$ cat config.mk
export PLATFORM = sky130hd
export DESIGN_NAME = dhcs_div
export DESIGN_NICKNAME = d
export VERILOG_FILES = /design/src/rtl/distance_histogram_chi2_scorer_unit_defines.svh /design/src/rtl/dhcs_div.sv
export SDC_FILE = /design/constraint.sdc
export NUM_CORES = 1
export LEC_CHECK = 0
export BUFFER_PORTS_ARGS = -buffer_cell sky130_fd_sc_hd__clkbuf_2
export CAP_MARGIN = 20
export CORE_ASPECT_RATIO = 2
export CORE_MARGIN = 8
export CORE_UTILIZATION = 35
export DETAILED_ROUTE_END_ITERATION = 7
export PLACE_DENSITY = 0.68
export SYNTH_ARGS = -nofsm -noshare
export SYNTH_HDL_FRONTEND = slang
export SYNTH_SLANG_ARGS = --single-unit
$ cat constraint.sdc
create_clock -name clk -period 11 [get_ports clk]
set_input_delay 0.55 -clock clk [delete_from_list [all_inputs] [get_ports clk]]
set_output_delay 0.55 -clock clk [all_outputs]
set_load 0.01 [all_outputs]
$ cat src/rtl/distance_histogram_chi2_scorer_unit_defines.svh
// Assertion macros shared by the scorer RTL.
`ifndef DISTANCE_HISTOGRAM_CHI2_SCORER_UNIT_DEFINES_SVH
`define DISTANCE_HISTOGRAM_CHI2_SCORER_UNIT_DEFINES_SVH
`ifndef SYNTHESIS
// antecedent implies consequent in the same cycle
`define DHCS_ASSERT_IMP(label, clk, rst, ante, cons) \
  label: assert property (@(posedge clk) disable iff (rst) (ante) |-> (cons)) \
    else $error("dhcs assertion failed");
// antecedent implies consequent in the next cycle
`define DHCS_ASSERT_NXT(label, clk, rst, ante, cons) \
  label: assert property (@(posedge clk) disable iff (rst) (ante) |=> (cons)) \
    else $error("dhcs assertion failed");
`else
`define DHCS_ASSERT_IMP(label, clk, rst, ante, cons)
`define DHCS_ASSERT_NXT(label, clk, rst, ante, cons)
`endif
`endif

$ cat src/rtl/dhcs_div.sv
// Restoring divider, one quotient bit per cycle.
module dhcs_div #(
  parameter int DW = 59,
  parameter int VW = 11
) (
  input  logic          clk,
  input  logic          rst,
  input  logic          start,
  input  logic [DW-1:0] dividend,
  input  logic [VW-1:0] divisor,
  output logic          done,
  output logic [DW-1:0] quotient
);

  localparam int NW = $clog2(DW + 1);

  logic [VW:0]   rem;
  logic [VW:0]   shifted;
  logic [VW-1:0] dvs;
  logic [NW-1:0] steps;
  logic          busy;
  logic          ge;

  assign shifted = {rem[VW-1:0], quotient[DW-1]};
  assign ge      = shifted >= {1'b0, dvs};

  always_ff @(posedge clk) begin
    if (rst) begin
      busy <= 1'b0;
      done <= 1'b0;
    end else begin
      done <= 1'b0;
      if (start) begin
        busy     <= 1'b1;
        steps    <= NW'(DW);
        rem      <= '0;
        dvs      <= divisor;
        quotient <= dividend;
      end else if (busy) begin
        rem      <= ge ? shifted - {1'b0, dvs} : shifted;
        quotient <= {quotient[DW-2:0], ge};
        steps    <= steps - NW'(1);
        if (steps == NW'(1)) begin
          busy <= 1'b0;
          done <= 1'b1;
        end
      end
    end
  end

endmodule

==> key figures <==
Floorplan
  • Area inside the core boundary: 12100 um^2
  • Die Y: 172 um
  • Effective utilization at floorplan: 35.4%
  • Cell row count: 57
  • Die width: 94.1 um
  • Number of placed I/O pins: 133
  • Area of the die: 16200 um^2

Setup path
  • Worst Path Required: 11040 ps
  • Critical path buffers and inverters: 1
  • Family of cells with the greatest summed delay on the critical path: compound AO/OA/AOI/OAI gates
  • Critical path arrival: 2640 ps
  • Worst setup path category: flip-flop to flip-flop
  • Critical Path End Type: flip-flop
  • Max stage delay on crit path: 400 ps
  • Slowest-stage cell, CP: sky130_fd_sc_hd__fa_1
  • Critical path peak fanout: 7
  • Startpoint type of the worst setup path: flip-flop
  • CP Cell Sequence: inv_1, ha_1, fa_1, nand2b_1, a21oi_1, o21a_4, nor3_4, nor2_2, a211oi_1

Placed design
  • RePlAce Congestion: 0.860
  • I/O Buffers: 132
  • DP HPWL: 7.84 mm

Clock tree
  • Root Driver: sky130_fd_sc_hd__clkbuf_16
  • Clock latency on the worst-skew pair: 330 ps
  • Number of sinks on the clock net: 89
  • CTS Hold Bufs: 0
  • Gates resized, CTS repair: 0
  • Maximum root-to-sink buffer count: 2
  • TritonCTS clock tree: yes
  • Register clock-pin slew on the reported worst setup and hold paths: 60 ps
  • Setup fix buffers added after clock tree synthesis: 0
  • Number of H-tree levels: 3
  • Cts bufs inserted: 9

STA
  • Worst Hold Margin: 392 ps
  • Pin slew with the least headroom to its limit: 1000 ps
  • Sum of negative setup slack: 0 ps
  • Setup violations, final: 0
  • Clock skew after layout: 3.65 ps
  • Unrepaired setup endpoints after global routing: false
  • Share of the clock period used by the worst path: 23.6%
  • Max Freq: 385 MHz
  • Post-layout min period: 2600 ps
  • Number of hold-slack violations in the final timing report: 0
  • Worst-case headroom to the max-slew limit: 33.3%
  • Number of max-slew violations in the final report: 0

Power and ir drop
  • Static leakage: 2.24 nW
  • Register share of total power: 46.8%
  • Worst ir drop on vdd: 0.0991 mV
  • Power per cell area: 165 nW/um^2
  • Switch share: 25.0%
  • Internal power: 0.000671 W
  • Combinational fraction of design power: 16.9%
  • Portion of total power attributed to the clock network: 36.3%
  • Net Switching: 0.000224 W

Logic synthesis
  • Count of flip-flops with a built-in enable after synthesis: 87
  • Number of synthesis warnings: 0
  • Netlist cell types: 42
  • Most frequently used flop master after synthesis: sky130_fd_sc_hd__edfxtp_1
  • Syn_area_per_cell: 14.4 um^2
  • Syn_nets: 384
  • Synthesized area: 4270 um^2
  • Flip-flop and latch count after synthesis: 89
  • Synth async-reset ratio: 0%
  • Part of the Yosys area used for sequential elements: 62.1%
  • Post-Syn Instances: 297

Global route
  • Sum of overflow across all layers after global routing: 0
  • Global-route wire length before repair: 16.0 mm
  • Number of global-route vias before repair: 3261
  • Maximum number of pins on one net before global-route repair: 78
  • Antenna violations before repair: 0
  • Total routing resource utilization after global routing: 13.0%

Final layout
  • Most frequent standard cell in the layout excluding fill and tap cells: sky130_fd_sc_hd__clkbuf_2
  • Area growth from synthesis to final layout: 26.8%
  • Nets@finish: 519
  • Share of layout cells above drive strength 1: 36.8%
  • Ant diodes: 0
  • Most frequent cells in the layout: sky130_fd_sc_hd__clkbuf_2 (131), sky130_fd_sc_hd__edfxtp_1 (87), sky130_fd_sc_hd__mux2_1 (58)

Route
  • Vias/cell: 4.96
  • DR pass1 iterations: 4
  • Post-route ant nets: 0
  • Total number of vias: 2895
  • Wire length after detailed routing: 10.3 mm
  • DR WL/cell: 17.6 um
  • Post-route DRC: 0
  • Detailed router's first-iteration violation count: 125

Worst hold path
  • Kind of path behind the tightest hold check: input port to flip-flop

Run status
  • Outcome: finished clean

Flow run
  • Max-cap violations: 0
## stage by stage
step	total power [W]	util [%]	instances	instance area, um^2	setup WS (ps)
2_1_floorplan	0.000526	-	297	4270	6440
3_3_place_gp	0.000575	42.2	567	5080	8120
3_5_place_dp	0.000577	42.2	567	5080	8050
4_1_cts	0.000906	44.8	583	5400	8400
5_1_grt	0.000933	44.9	584	5410	8240
6_report	0.000895	44.9	584	5410	8400
## path summary, 6_finish.rpt
path,from,to,slack (ps),cells after the start
max,quotient[58],rem[0],8400,9
min,divisor[0],dvs[0],390,1
max reg2reg,quotient[58],rem[0],8400,9
min reg2reg,busy,done,500,1
## synthesized netlist by cell type (2+ instances only)
library cell	n	area, um^2
sky130_fd_sc_hd__edfxtp_1	87	2610
sky130_fd_sc_hd__mux2_1	58	653
sky130_fd_sc_hd__inv_1	16	60.1
sky130_fd_sc_hd__nand2_1	15	56.3
sky130_fd_sc_hd__ha_1	13	163
sky130_fd_sc_hd__nor2_1	13	48.8
sky130_fd_sc_hd__a21oi_1	12	60.1
sky130_fd_sc_hd__clkbuf_1	9	33.8
sky130_fd_sc_hd__o21ai_1	8	40.0
sky130_fd_sc_hd__xnor2_1	8	70.1
sky130_fd_sc_hd__nand3_1	6	30.0
sky130_fd_sc_hd__nand2b_1	4	25.0
sky130_fd_sc_hd__o211ai_1	4	30.0
sky130_fd_sc_hd__o21ai_0	4	20.0
sky130_fd_sc_hd__a211oi_1	3	22.5
sky130_fd_sc_hd__a21oi_2	3	26.3
sky130_fd_sc_hd__nor3_1	3	15.0
sky130_fd_sc_hd__o21a_1	3	22.5
sky130_fd_sc_hd__a21o_1	2	15.0
sky130_fd_sc_hd__dfxtp_1	2	40.0
sky130_fd_sc_hd__o211a_1	2	20.0
sky130_fd_sc_hd__or3_4	2	22.5
## area by class of cell
class / count / area, um^2
timing repair buffer: 135 / 687
fill: 1083 / 6640
multi-input combinational: 180 / 1510
clock buffer: 9 / 225
clock inverter: 7 / 93.8
tap: 147 / 184
sequential: 89 / 2650
inverter: 17 / 63.8
## cells by family (layout without fill, tap and decap cells)
logic type	count (synthesis)	count (layout)	share of synthesized area, %
AOI/OAI and AO/OA	47	47	7.39
xor gates and xnor gates	9	9	1.85
adders and majority gates	14	14	4.28
buffers and inverters	28	168	2.73
DFF	89	89	62.1
muxes	58	58	15.3
and+or+nand+nor	52	52	6.33
## layer usage
| metal | global-route usage, % | wire length [um] |
|---|---|---|
| met2 | 24.0 | 5680 |
| met4 | 6.39 | 313 |
| met5 | 0 | 0 |
| met1 | 12.8 | 3810 |
| met3 | 3.57 | 457 |
## worst reg2reg max path, delay by kind of cell, from the launching register on
kind	cells	cell delay, ps
AO/OA/AOI/OAI	3	670
adder cells (fa/ha/maj)	2	620
buffers and inverters	1	60
AND/OR/NAND/NOR	3	570
flip-flops	1	390
## flip-flops by register name (all words and copies together), names as in the netlist
| name | cells |
|---|---|
| busy | 1 |
| done | 1 |
| dvs | 11 |
| quotient | 59 |
| rem | 11 |
| steps | 6 |
## power groups by stage
stage / Combinational, W / Sequential (W) / Clock [W]
floorplan: 0.0000955 / 0.000430 / 0
global placement: 0.000149 / 0.000426 / 0
detailed placement: 0.000151 / 0.000426 / 0
CTS: 0.000152 / 0.000419 / 0.000334
global route: 0.000167 / 0.000422 / 0.000344
finish: 0.000151 / 0.000419 / 0.000325
Note: power is estimated with default switching activity, not from simulation.
